`config.mk`:
```
export PLATFORM = sky130hd
export DESIGN_NAME = led_pattern_mode_sequencer
export DESIGN_NICKNAME = d
export VERILOG_FILES = /design/src/hw/rtl/lpms_pkg.sv /design/src/hw/rtl/led_pattern_mode_sequencer.sv /design/src/hw/rtl/lpms_cfg.sv /design/src/hw/rtl/lpms_mode_ctrl.sv /design/src/hw/rtl/lpms_anim.sv
export VERILOG_INCLUDE_DIRS = /design/src /design/src/hw/rtl
export SDC_FILE = /design/constraint.sdc
export NUM_CORES = 1
export LEC_CHECK = 0
export ABC_AREA = 1
export BUFFER_PORTS_ARGS = -buffer_cell sky130_fd_sc_hd__buf_4
export CORE_UTILIZATION = 24
export DETAILED_ROUTE_END_ITERATION = 12
export REMOVE_ABC_BUFFERS = 1
export SYNTH_ARGS = -nofsm -noshare
export SYNTH_HDL_FRONTEND = slang
export SYNTH_HIERARCHICAL = 1
export SYNTH_SLANG_ARGS = --single-unit
```
`constraint.sdc`:
```
create_clock -name aclk -period 10.45 [get_ports aclk]
set_input_delay 2.09 -clock aclk [delete_from_list [all_inputs] [get_ports aclk]]
set_output_delay 2.09 -clock aclk [all_outputs]
set_load 0.05 [all_outputs]
```
`src/hw/rtl/led_pattern_mode_sequencer_defines.svh`:
```
// Assertion macros for the LED pattern mode sequencer.
// Included by the RTL files that carry concurrent checks; no other dependencies.
`ifndef LED_PATTERN_MODE_SEQUENCER_DEFINES_SVH
`define LED_PATTERN_MODE_SEQUENCER_DEFINES_SVH

// Same-cycle implication, checked out of reset.
`define LPMS_ASSERT_NOW(label, clk, rstn, ante, cons, msg) \
    label: assert property (@(posedge clk) disable iff (!(rstn)) (ante) |-> (cons)) \
        else $error(msg);

// Next-cycle implication, checked out of reset.
`define LPMS_ASSERT_NEXT(label, clk, rstn, ante, cons, msg) \
    label: assert property (@(posedge clk) disable iff (!(rstn)) (ante) |=> (cons)) \
        else $error(msg);

`endif

```
`src/hw/rtl/lpms_pkg.sv`:
```
// Shared types and constants for the LED pattern mode sequencer.
// No dependencies; imported by every module of the block.
package lpms_pkg;

    localparam int NUM_REGS  = 8;
    localparam int CFG_IDX_W = 3;
    localparam int REG_W     = 16;
    localparam int PATTERN_W = 32;
    localparam int MODE_W    = 2;
    localparam int DEB_W     = 5;
    localparam int PHASE_W   = 2;
    localparam int BEAT_W    = 3;

    localparam logic [PATTERN_W-1:0] ALL_OFF = '1;
    localparam logic [PATTERN_W-1:0] ALL_ON  = '0;
    localparam logic [REG_W-1:0]     ELAPSED_MAX = '1;

    // Register indexes
    localparam logic [CFG_IDX_W-1:0] REG_BLINK_PERIOD = 3'd0;
    localparam logic [CFG_IDX_W-1:0] REG_CHASE_STEP   = 3'd1;
    localparam logic [CFG_IDX_W-1:0] REG_FILL_STEP    = 3'd2;
    localparam logic [CFG_IDX_W-1:0] REG_HOLD_TIME    = 3'd3;
    localparam logic [CFG_IDX_W-1:0] REG_BEAT_ONE_ON  = 3'd4;
    localparam logic [CFG_IDX_W-1:0] REG_BEAT_GAP     = 3'd5;
    localparam logic [CFG_IDX_W-1:0] REG_BEAT_TWO_ON  = 3'd6;
    localparam logic [CFG_IDX_W-1:0] REG_BEAT_REST    = 3'd7;

    // Register reset values
    localparam logic [REG_W-1:0] RST_BLINK_PERIOD = 16'd1500;
    localparam logic [REG_W-1:0] RST_CHASE_STEP   = 16'd250;
    localparam logic [REG_W-1:0] RST_FILL_STEP    = 16'd50;
    localparam logic [REG_W-1:0] RST_HOLD_TIME    = 16'd10000;
    localparam logic [REG_W-1:0] RST_BEAT_ONE_ON  = 16'd220;
    localparam logic [REG_W-1:0] RST_BEAT_GAP     = 16'd180;
    localparam logic [REG_W-1:0] RST_BEAT_TWO_ON  = 16'd320;
    localparam logic [REG_W-1:0] RST_BEAT_REST    = 16'd1200;

    // Modes
    localparam logic [MODE_W-1:0] MODE_ALL_ON    = 2'd0;
    localparam logic [MODE_W-1:0] MODE_BLINK     = 2'd1;
    localparam logic [MODE_W-1:0] MODE_CIRCLE    = 2'd2;
    localparam logic [MODE_W-1:0] MODE_HEARTBEAT = 2'd3;

    // Circle phases
    localparam logic [PHASE_W-1:0] PH_CHASE = 2'd0;
    localparam logic [PHASE_W-1:0] PH_FILL  = 2'd1;
    localparam logic [PHASE_W-1:0] PH_HOLD  = 2'd2;

    // Heartbeat steps
    localparam logic [BEAT_W-1:0] BT_START   = 3'd0;
    localparam logic [BEAT_W-1:0] BT_ONE_ON  = 3'd1;
    localparam logic [BEAT_W-1:0] BT_GAP     = 3'd2;
    localparam logic [BEAT_W-1:0] BT_TWO_ON  = 3'd3;
    localparam logic [BEAT_W-1:0] BT_REST    = 3'd4;

    typedef struct packed {
        logic [REG_W-1:0] blink_period;
        logic [REG_W-1:0] chase_step;
        logic [REG_W-1:0] fill_step;
        logic [REG_W-1:0] hold_time;
        logic [REG_W-1:0] beat_one_on;
        logic [REG_W-1:0] beat_gap;
        logic [REG_W-1:0] beat_two_on;
        logic [REG_W-1:0] beat_rest;
    } cfg_regs_t;

    // Per-tick decision from the mode controller to the animation engine
    typedef struct packed {
        logic              run;    // animation advances this tick
        logic              clear;  // mode advanced: wipe animation state
        logic [MODE_W-1:0] mode;   // mode after this tick
    } lpms_ctl_t;

endpackage

```
`src/hw/rtl/led_pattern_mode_sequencer.sv`:
```
// LED pattern mode sequencer, top level: input beat register, mode control,
// animation engine, config registers and result register. Depends on lpms_pkg.
//
// Usage:
//   Input channel (s_valid/s_ready/s_button_level): one beat per millisecond
//   tick, carrying the raw button level (1 released, 0 pressed).
//   Result channel (m_valid/m_ready/m_*): exactly one beat per input beat, in
//   order, with the 32-bit active-low LED pattern, the frame flag and the mode.
//   Config port (cfg_we/cfg_index/cfg_wdata): write-only, takes effect at the
//   clock edge where cfg_we is high; write only while no tick is in flight.
// Path: an accepted input beat passes two register stages (input register,
//   result register) before it shows as a result beat.
// Throughput: one beat per cycle while m_ready is high; the per-tick update is a
//   single pass of short logic between the input register and the result register.
// Reset: aresetn low at a clock edge restores mode 0, button released, all
//   LEDs off, timers cleared and every config register to its default.
// Stall: when m_ready is low the result register holds; the input register
//   still takes one more beat, then s_ready drops until the result is taken.
module led_pattern_mode_sequencer #(
    parameter int LED_COUNT      = 32,
    parameter int DEBOUNCE_TICKS = 20
) (
    input  logic                           aclk,
    input  logic                           aresetn,
    // input beats
    input  logic                           s_valid,
    output logic                           s_ready,
    input  logic                           s_button_level,
    // result beats
    output logic                           m_valid,
    input  logic                           m_ready,
    output logic [lpms_pkg::PATTERN_W-1:0] m_led_pattern,
    output logic                           m_frame_update,
    output logic [lpms_pkg::MODE_W-1:0]    m_current_mode,
    // config writes
    input  logic                           cfg_we,
    input  logic [lpms_pkg::CFG_IDX_W-1:0] cfg_index,
    input  logic [lpms_pkg::REG_W-1:0]     cfg_wdata
);
    import lpms_pkg::*;
    `include "led_pattern_mode_sequencer_defines.svh"

    logic                 in_valid_reg;
    logic                 in_level_reg;
    logic                 m_valid_reg;
    logic [PATTERN_W-1:0] m_pattern_reg;
    logic                 m_frame_reg;
    logic [MODE_W-1:0]    m_mode_reg;

    logic                 tick_en;
    lpms_ctl_t            ctl;
    cfg_regs_t            regs;
    logic [PATTERN_W-1:0] pattern_next;
    logic                 sent;

    // Advance a tick when the input register holds a beat and the result
    // register is free or being drained this cycle.
    assign tick_en = in_valid_reg && (!m_valid_reg || m_ready);
    assign s_ready = !in_valid_reg || tick_en;

    lpms_cfg u_cfg (
        .aclk      (aclk),
        .aresetn   (aresetn),
        .cfg_we    (cfg_we),
        .cfg_index (cfg_index),
        .cfg_wdata (cfg_wdata),
        .regs      (regs)
    );

    lpms_mode_ctrl #(
        .DEBOUNCE_TICKS (DEBOUNCE_TICKS)
    ) u_mode_ctrl (
        .aclk         (aclk),
        .aresetn      (aresetn),
        .tick_en      (tick_en),
        .button_level (in_level_reg),
        .ctl          (ctl)
    );

    lpms_anim #(
        .LED_COUNT (LED_COUNT)
    ) u_anim (
        .aclk         (aclk),
        .aresetn      (aresetn),
        .tick_en      (tick_en),
        .ctl          (ctl),
        .regs         (regs),
        .pattern_next (pattern_next),
        .sent         (sent)
    );

    // Input register: hold the beat until its tick runs
    always_ff @(posedge aclk) begin
        if (!aresetn) begin
            in_valid_reg <= 1'b0;
        end else if (s_ready) begin
            in_valid_reg <= s_valid;
        end
    end

    always_ff @(posedge aclk) begin
        if (s_ready && s_valid) begin
            in_level_reg <= s_button_level;
        end
    end

    // Result register: load on each tick, drop valid once taken
    always_ff @(posedge aclk) begin
        if (!aresetn) begin
            m_valid_reg <= 1'b0;
        end else if (tick_en) begin
            m_valid_reg <= 1'b1;
        end else if (m_ready) begin
            m_valid_reg <= 1'b0;
        end
    end

    always_ff @(posedge aclk) begin
        if (tick_en) begin
            m_pattern_reg <= pattern_next;
            m_frame_reg   <= sent;
            m_mode_reg    <= ctl.mode;
        end
    end

    assign m_valid        = m_valid_reg;
    assign m_led_pattern  = m_pattern_reg;
    assign m_frame_update = m_frame_reg;
    assign m_current_mode = m_mode_reg;

    // A mode change always sends a frame
    `LPMS_ASSERT_NEXT(a_mode_change_sends, aclk, aresetn, tick_en && ctl.clear, m_frame_update, "mode change without frame")
    // Held ticks of the debounce wait send no frame
    `LPMS_ASSERT_NEXT(a_hold_no_frame, aclk, aresetn, tick_en && !ctl.run, !m_frame_update, "frame sent while held")
    // A clear only happens on a tick that runs the animation
    `LPMS_ASSERT_NOW(a_clear_runs, aclk, aresetn, ctl.clear, ctl.run, "clear without run")
    // Both stages full and receiver stalled: no new beat is taken
    `LPMS_ASSERT_NOW(a_full_backpressure, aclk, aresetn, in_valid_reg && m_valid && !m_ready, !s_ready, "beat accepted with pipeline full")

endmodule

```
`src/hw/rtl/lpms_cfg.sv`:
```
// Configuration register file of the LED pattern mode sequencer.
// Depends on lpms_pkg.
module lpms_cfg (
    input  logic                           aclk,
    input  logic                           aresetn,
    input  logic                           cfg_we,
    input  logic [lpms_pkg::CFG_IDX_W-1:0] cfg_index,
    input  logic [lpms_pkg::REG_W-1:0]     cfg_wdata,
    output lpms_pkg::cfg_regs_t            regs
);
    import lpms_pkg::*;

    cfg_regs_t regs_reg;

    always_ff @(posedge aclk) begin
        if (!aresetn) begin
            regs_reg.blink_period <= RST_BLINK_PERIOD;
            regs_reg.chase_step   <= RST_CHASE_STEP;
            regs_reg.fill_step    <= RST_FILL_STEP;
            regs_reg.hold_time    <= RST_HOLD_TIME;
            regs_reg.beat_one_on  <= RST_BEAT_ONE_ON;
            regs_reg.beat_gap     <= RST_BEAT_GAP;
            regs_reg.beat_two_on  <= RST_BEAT_TWO_ON;
            regs_reg.beat_rest    <= RST_BEAT_REST;
        end else if (cfg_we) begin
            unique case (cfg_index)
                REG_BLINK_PERIOD: regs_reg.blink_period <= cfg_wdata;
                REG_CHASE_STEP:   regs_reg.chase_step   <= cfg_wdata;
                REG_FILL_STEP:    regs_reg.fill_step    <= cfg_wdata;
                REG_HOLD_TIME:    regs_reg.hold_time    <= cfg_wdata;
                REG_BEAT_ONE_ON:  regs_reg.beat_one_on  <= cfg_wdata;
                REG_BEAT_GAP:     regs_reg.beat_gap     <= cfg_wdata;
                REG_BEAT_TWO_ON:  regs_reg.beat_two_on  <= cfg_wdata;
                REG_BEAT_REST:    regs_reg.beat_rest    <= cfg_wdata;
                default: ;
            endcase
        end
    end

    assign regs = regs_reg;

endmodule

```
`src/hw/rtl/lpms_mode_ctrl.sv`:
```
// Button edge detect, debounce wait and mode counter.
// Depends on lpms_pkg.
module lpms_mode_ctrl #(
    parameter int DEBOUNCE_TICKS = 20
) (
    input  logic                aclk,
    input  logic                aresetn,
    input  logic                tick_en,
    input  logic                button_level,
    output lpms_pkg::lpms_ctl_t ctl
);
    import lpms_pkg::*;

    localparam logic [DEB_W-1:0] DEB_LIMIT = DEB_W'(DEBOUNCE_TICKS);

    logic              last_button_reg, last_button_next;
    logic [DEB_W-1:0]  deb_count_reg, deb_count_next;
    logic              deb_active_reg, deb_active_next;
    logic [MODE_W-1:0] mode_reg, mode_next;
    logic [DEB_W-1:0]  deb_inc;
    logic              run;
    logic              clear;

    assign deb_inc = deb_count_reg + DEB_W'(1);

    always_comb begin
        deb_count_next  = deb_count_reg;
        deb_active_next = deb_active_reg;
        mode_next       = mode_reg;
        last_button_next = button_level;
        run             = 1'b1;
        clear           = 1'b0;
        if (deb_active_reg) begin
            if (deb_inc >= DEB_LIMIT) begin
                deb_active_next = 1'b0;
                deb_count_next  = '0;
                if (!button_level) begin
                    mode_next = mode_reg + MODE_W'(1);
                    clear     = 1'b1;
                end
            end else begin
                deb_count_next = deb_inc;
                run            = 1'b0;
            end
        end else if (last_button_reg && !button_level) begin
            deb_active_next = 1'b1;
            deb_count_next  = '0;
            run             = 1'b0;
        end
    end

    always_ff @(posedge aclk) begin
        if (!aresetn) begin
            last_button_reg <= 1'b1;
            deb_count_reg   <= '0;
            deb_active_reg  <= 1'b0;
            mode_reg        <= MODE_ALL_ON;
        end else if (tick_en) begin
            last_button_reg <= last_button_next;
            deb_count_reg   <= deb_count_next;
            deb_active_reg  <= deb_active_next;
            mode_reg        <= mode_next;
        end
    end

    assign ctl.run   = run;
    assign ctl.clear = clear;
    assign ctl.mode  = mode_next;

endmodule

```
`src/hw/rtl/lpms_anim.sv`:
```
// Animation engine: elapsed timer, blink, circle chase/fill/hold and heartbeat.
// Depends on lpms_pkg.
module lpms_anim #(
    parameter int LED_COUNT = 32
) (
    input  logic                           aclk,
    input  logic                           aresetn,
    input  logic                           tick_en,
    input  lpms_pkg::lpms_ctl_t            ctl,
    input  lpms_pkg::cfg_regs_t            regs,
    output logic [lpms_pkg::PATTERN_W-1:0] pattern_next,
    output logic                           sent
);
    import lpms_pkg::*;

    localparam int              IDX_W     = (LED_COUNT > 1) ? $clog2(LED_COUNT) : 1;
    localparam logic [IDX_W-1:0] IDX_START = IDX_W'(LED_COUNT - 1);

    logic [PATTERN_W-1:0] pattern_reg;
    logic                 blink_reg, blink_next;
    logic [PHASE_W-1:0]   phase_reg, phase_next;
    logic [IDX_W-1:0]     idx_reg, idx_next;
    logic [BEAT_W-1:0]    beat_reg, beat_next;
    logic [REG_W-1:0]     elapsed_reg, elapsed_next;

    logic [IDX_W-1:0]     idx_base;
    logic                 idx_on_ring;
    logic [PATTERN_W-1:0] idx_mask;

    // Index the circle step lights: back at the start after a mode change
    assign idx_base    = ctl.clear ? IDX_START : idx_reg;
    // An index past the pattern width lights nothing
    assign idx_on_ring = (int'(idx_base) < PATTERN_W);
    assign idx_mask    = idx_on_ring ? ~(PATTERN_W'(1) << idx_base) : ALL_OFF;

    always_comb begin
        // Base state, wiped on a mode change
        if (ctl.clear) begin
            pattern_next = ALL_OFF;
            blink_next   = 1'b0;
            phase_next   = PH_CHASE;
            idx_next     = IDX_START;
            beat_next    = BT_START;
            elapsed_next = '0;
        end else begin
            pattern_next = pattern_reg;
            blink_next   = blink_reg;
            phase_next   = phase_reg;
            idx_next     = idx_reg;
            beat_next    = beat_reg;
            elapsed_next = elapsed_reg;
        end
        sent = ctl.clear;

        if (ctl.run) begin
            if (!ctl.clear && elapsed_next != ELAPSED_MAX) begin
                elapsed_next = elapsed_next + REG_W'(1);
            end
            case (ctl.mode)
                MODE_ALL_ON: begin
                    pattern_next = ALL_ON;
                    sent         = 1'b1;
                end
                MODE_BLINK: begin
                    if (elapsed_next >= regs.blink_period) begin
                        elapsed_next = '0;
                        blink_next   = ~blink_next;
                        pattern_next = blink_next ? ALL_ON : ALL_OFF;
                        sent         = 1'b1;
                    end
                end
                MODE_CIRCLE: begin
                    unique case (phase_next)
                        PH_CHASE: begin
                            if (elapsed_next >= regs.chase_step) begin
                                elapsed_next = '0;
                                pattern_next = idx_mask;
                                sent         = 1'b1;
                                if (idx_next == '0) begin
                                    idx_next   = IDX_START;
                                    phase_next = PH_FILL;
                                end else begin
                                    idx_next = idx_next - IDX_W'(1);
                                end
                            end
                        end
                        PH_FILL: begin
                            if (elapsed_next >= regs.fill_step) begin
                                elapsed_next = '0;
                                pattern_next = pattern_next & idx_mask;
                                if (idx_on_ring) sent = 1'b1;
                                if (idx_next == '0) begin
                                    phase_next = PH_HOLD;
                                end else begin
                                    idx_next = idx_next - IDX_W'(1);
                                end
                            end
                        end
                        PH_HOLD: begin
                            if (elapsed_next >= regs.hold_time) begin
                                pattern_next = ALL_OFF;
                                sent         = 1'b1;
                                idx_next     = IDX_START;
                                phase_next   = PH_CHASE;
                                elapsed_next = '0;
                            end
                        end
                        default: ;
                    endcase
                end
                default: begin
                    unique case (beat_next)
                        BT_START: begin
                            pattern_next = ALL_ON;
                            sent         = 1'b1;
                            elapsed_next = '0;
                            beat_next    = BT_ONE_ON;
                        end
                        BT_ONE_ON: begin
                            if (elapsed_next >= regs.beat_one_on) begin
                                pattern_next = ALL_OFF;
                                sent         = 1'b1;
                                elapsed_next = '0;
                                beat_next    = BT_GAP;
                            end
                        end
                        BT_GAP: begin
                            if (elapsed_next >= regs.beat_gap) begin
                                pattern_next = ALL_ON;
                                sent         = 1'b1;
                                elapsed_next = '0;
                                beat_next    = BT_TWO_ON;
                            end
                        end
                        BT_TWO_ON: begin
                            if (elapsed_next >= regs.beat_two_on) begin
                                pattern_next = ALL_OFF;
                                sent         = 1'b1;
                                elapsed_next = '0;
                                beat_next    = BT_REST;
                            end
                        end
                        BT_REST: begin
                            if (elapsed_next >= regs.beat_rest) beat_next = BT_START;
                        end
                        default: ;
                    endcase
                end
            endcase
        end
    end

    always_ff @(posedge aclk) begin
        if (!aresetn) begin
            pattern_reg <= ALL_OFF;
            blink_reg   <= 1'b0;
            phase_reg   <= PH_CHASE;
            idx_reg     <= IDX_START;
            beat_reg    <= BT_START;
            elapsed_reg <= '0;
        end else if (tick_en) begin
            pattern_reg <= pattern_next;
            blink_reg   <= blink_next;
            phase_reg   <= phase_next;
            idx_reg     <= idx_next;
            beat_reg    <= beat_next;
            elapsed_reg <= elapsed_next;
        end
    end

endmodule

```
==> qor_table.md <==
| Parameter | This run |
|---|---|
| Outcome | finished clean |
| Proportion of layout cells with a drive suffix above 1 | 6.92% |
| Master of the slowest instance on the critical path | nand3_1 |
| Max-cap violation count | 0 |
| Count of fill cells added during filler insertion | 8,075 |
| First-pass GRT wire length | 87,800 µm |
| Ratio of total power to cell area | 139 nW/µm² |
| RSZ-0062 raised after global routing | no |
| Post-CTS Resized | 0 |
| Kind of path behind the tightest hold check | register to register |
| Prevailing post-synth register cell | dfxtp_1 |
| Setup TNS | 0 ns |
| Die footprint | 73,600 µm² |
| CTS root buf | clkbuf_16 |
| Final period util | 70.3% |
| Flip-flop count of the largest register after layout | 128 |
| Clock transition at the register clock pins on the worst setup and hold paths after CTS | 0.06 ns |
| Startpoint class of the critical path | register |
| Share of synthesized area spent on multiplexers | 0% |
| Global route total overflow | 0 |
| Fraction of synthesis flops using an asynchronous set or reset pin | 0% |
| CTS buffer count | 29 |
| Count of buffers inserted at the top-level ports | 61 |
| Post-synthesis share of cell area spent on xor and xnor gates | 0.791% |
| Final Skew | 0.0203 ns |
| Detailed-route vias per instance | 4.68 |
| Crit. End Element | register |
| Clock insertion delay at the later pin of the skew report | 0.60 ns |
| Drt first pass iters | 5 |
| Unique masters post-synth | 44 |
| Area growth, synth to finish | 12.9% |
| TritonCTS Sinks | 234 |
| Total number of vias | 17,569 |
| Std cell rows | 98 |
| Detailed router's first-iteration violation count | 1,362 |
| Area of the multi-input gates | 10,500 µm² |
| Adder and majority gate portion of the synthesized area | 10.1% |
| Yosys warning total | 6 |
| Required time at the worst-slack endpoint | 10.98 ns |
| Area used by sequential logic in the layout | 5040 µm² |
| Actual transition at the worst max-transition pin | 1.28 ns |
| GRT Total Usage | 14.5% |
| Number of remaining DRC errors | 0 |
| Largest stage delay on the critical path | 0.78 ns |
| Vias in the first global route | 16,256 |
| Post-synthesis instance area | 17,400 µm² |
| Global placer's final weighted congestion | 0.911 |
| Die Ht | 271 µm |
| Net count reported at finish | 2,951 |
| TritonCTS clock tree | done |
| Boundary Pins | 62 |
| Number of buffers inserted for hold repair after clock tree synthesis | 0 |
| EDFF count, synth | 36 |
| CP Class | register to register |
| Buffers from clock root to sink, at most | 3 |
| Fraction of the mapped netlist area in simple logic gates | 36.8% |
| Max-slew violation total from the final report | 0 |
| Starting density of the core | 24.3% |
| Final antenna-violating net count | 0 |
| Deepest level of the CTS H-tree | 1 |
| Pin count of the biggest net entering global routing | 67 |
| Sequential fraction of the synthesis area | 29.0% |
| Fin. Hold Viols | 0 |
| Sum of routed wire length over all layers | 54,900 µm |
| Largest family of logic cells by synthesized area | simple AND/OR/NAND/NOR gates |
| Power Total | 2.73 mW |
| Minimum clock period | 7.34 ns |
| Maximum fanout along the worst path | 43 |
| Worst relative slew slack | 14.3% |
| Post-synthesis compound-gate area fraction | 12.5% |
| Final setup viols | 0 |
| Postcts setup bufs | 0 |
| Cell repeated most along the worst path | nand2_1 |
| Initial antenna violation count | 0 |
| Core area | 71,600 µm² |
| Syn avg cell area | 6.22 µm² |
| Diodes inserted | 0 |
| Final HPWL from detailed placement | 37,000 µm |
| Post-detailed-route wirelength per cell | 14.6 µm |
| Die Width | 271 µm |
| Fmax | 136 MHz |
| #FFs+latches synth | 234 |
| Leakage power summed over all cells | 9.40 nW |
| Worst IR Drop VDD | 0.114 mV |
| Final Core Density | 27.4% |
| Post-Syn Instances | 2,798 |
| Worst endpoint data arrival time | 7.87 ns |
## stage by stage
stage	setup slack, ns	hold WS (ns)	cells	instance area [µm²]
after detailed placement	3.44	0.444	3705	18700
after global routing	2.48	0.483	3753	19600
after global placement	3.61	0.440	3705	18700
after CTS	3.42	0.459	3753	19600
after floorplan	0.752	0.429	2658	16800
final	3.11	0.459	3753	19600
## worst paths after layout
| path | startpoint | endpoint | slack [ns] | cells past startpoint |
|---|---|---|---|---|
| hold reg to reg | u_cfg/regs[5]$_SDFFE_PN1P_ | u_cfg/regs[5]$_SDFFE_PN1P_ | 0.46 | 2 |
| setup reg to reg | u_mode_ctrl/deb_count_reg[0]$_SDFFE_PN0P_ | u_anim/idx_reg[3]$_SDFFE_PN1P_ | 3.11 | 31 |
| setup / recovery | u_mode_ctrl/deb_count_reg[0]$_SDFFE_PN0P_ | u_anim/idx_reg[3]$_SDFFE_PN1P_ | 3.11 | 31 |
| hold / removal | u_cfg/regs[5]$_SDFFE_PN1P_ | u_cfg/regs[5]$_SDFFE_PN1P_ | 0.46 | 2 |
## worst max-delay path: cells and delay by family, from the launching register on
| kind | cells | cell delay, ns |
|---|---|---|
| simple gates | 22 | 4.59 |
| buf+inv | 3 | 0.74 |
| compound gates | 3 | 0.59 |
| xor+xnor | 1 | 0.49 |
| fa+ha+maj | 2 | 0.45 |
| flops | 1 | 0.42 |
## Yosys cell counts, types with 4 or more instances
| library cell | count | area (µm²) |
|---|---|---|
| clkbuf_1 | 91 | 342 |
| o21bai_1 | 6 | 45.0 |
| buf_4 | 9 | 67.6 |
| nand2_1 | 713 | 2680 |
| ha_1 | 140 | 1750 |
| nand4_1 | 39 | 244 |
| o21ai_0 | 130 | 651 |
| nor2_1 | 378 | 1420 |
| inv_1 | 323 | 1210 |
| nand3b_1 | 17 | 128 |
| xnor2_1 | 4 | 35.0 |
| nand2_2 | 11 | 68.8 |
| nand3_1 | 304 | 1520 |
| o211ai_1 | 5 | 37.5 |
| xor2_1 | 8 | 70.1 |
| nor2_4 | 6 | 67.6 |
| nor3_1 | 27 | 135 |
| o21ai_1 | 16 | 80.1 |
| o21a_1 | 7 | 52.6 |
| edfxtp_1 | 36 | 1080 |
| a31oi_1 | 10 | 62.6 |
| nor2_2 | 9 | 56.3 |
| a21oi_1 | 238 | 1190 |
| inv_2 | 11 | 41.3 |
| dfxtp_1 | 198 | 3960 |
| buf_2 | 37 | 185 |
## logic make-up (layout without fill, tap and decap cells)
kind of cell / Yosys count / after routing
xor gates and xnor gates: 14 / 14
adders and majority gates: 140 / 140
buffers and inverters: 477 / 482
and+or+nand+nor: 1513 / 1513
AOI/OAI and AO/OA: 420 / 420
DFF: 234 / 234
## where the power goes
group          leakage [nW]  total [mW]  switching [mW]  internal [mW]
Sequential             1.96        1.00          0.0310          0.972
Combinational          7.01       0.731           0.499          0.231
Clock                 0.435        1.00           0.430          0.571
Total                  9.40        2.73           0.961           1.77
## cell type report
type	count	area share (%)
multi-input cells	2087	53.5
clock inverters	13	0.739
flip-flops and latches	234	25.7
well taps	950	6.05
repair buffers	97	3.71
inverters	337	6.45
clock buffers	35	3.91
## per-layer routing
| metal | share of wire (%) | vias up | global-route usage (%) | wire length [µm] |
|---|---|---|---|---|
| met5 | 0 | - | 0 | 0 |
| met4 | 2.1 | 0 | 3.95 | 1130 |
| met3 | 6.0 | 66 | 2.03 | 3290 |
| met2 | 46 | 464 | 24.4 | 25200 |
| met1 | 46 | 8024 | 19.4 | 25400 |
| li1 | - | 9015 | - | - |
## cells in the final DEF (no fill, tap or decap), drive strengths merged
| master | n |
|---|---|
| o22ai | 2 |
| a21o | 2 |
| clkbuf | 35 |
| buf | 97 |
| ha | 140 |
| edfxtp | 36 |
| or2 | 3 |
| nand4 | 39 |
| nand3b | 17 |
| bufinv | 2 |
| xor2 | 9 |
| o31a | 1 |
| nor4 | 3 |
| nor2 | 393 |
| clkinvlp | 4 |
| xnor2 | 5 |
| o211ai | 5 |
| clkinv | 7 |
| nand3 | 305 |
| nand2 | 725 |
| o21bai | 6 |
| nor3 | 28 |
| dfxtp | 198 |
| a31oi | 10 |
| o21a | 7 |
| inv | 337 |
| a21oi | 240 |
| o21ai | 147 |
(Power assumes the default switching activity.)
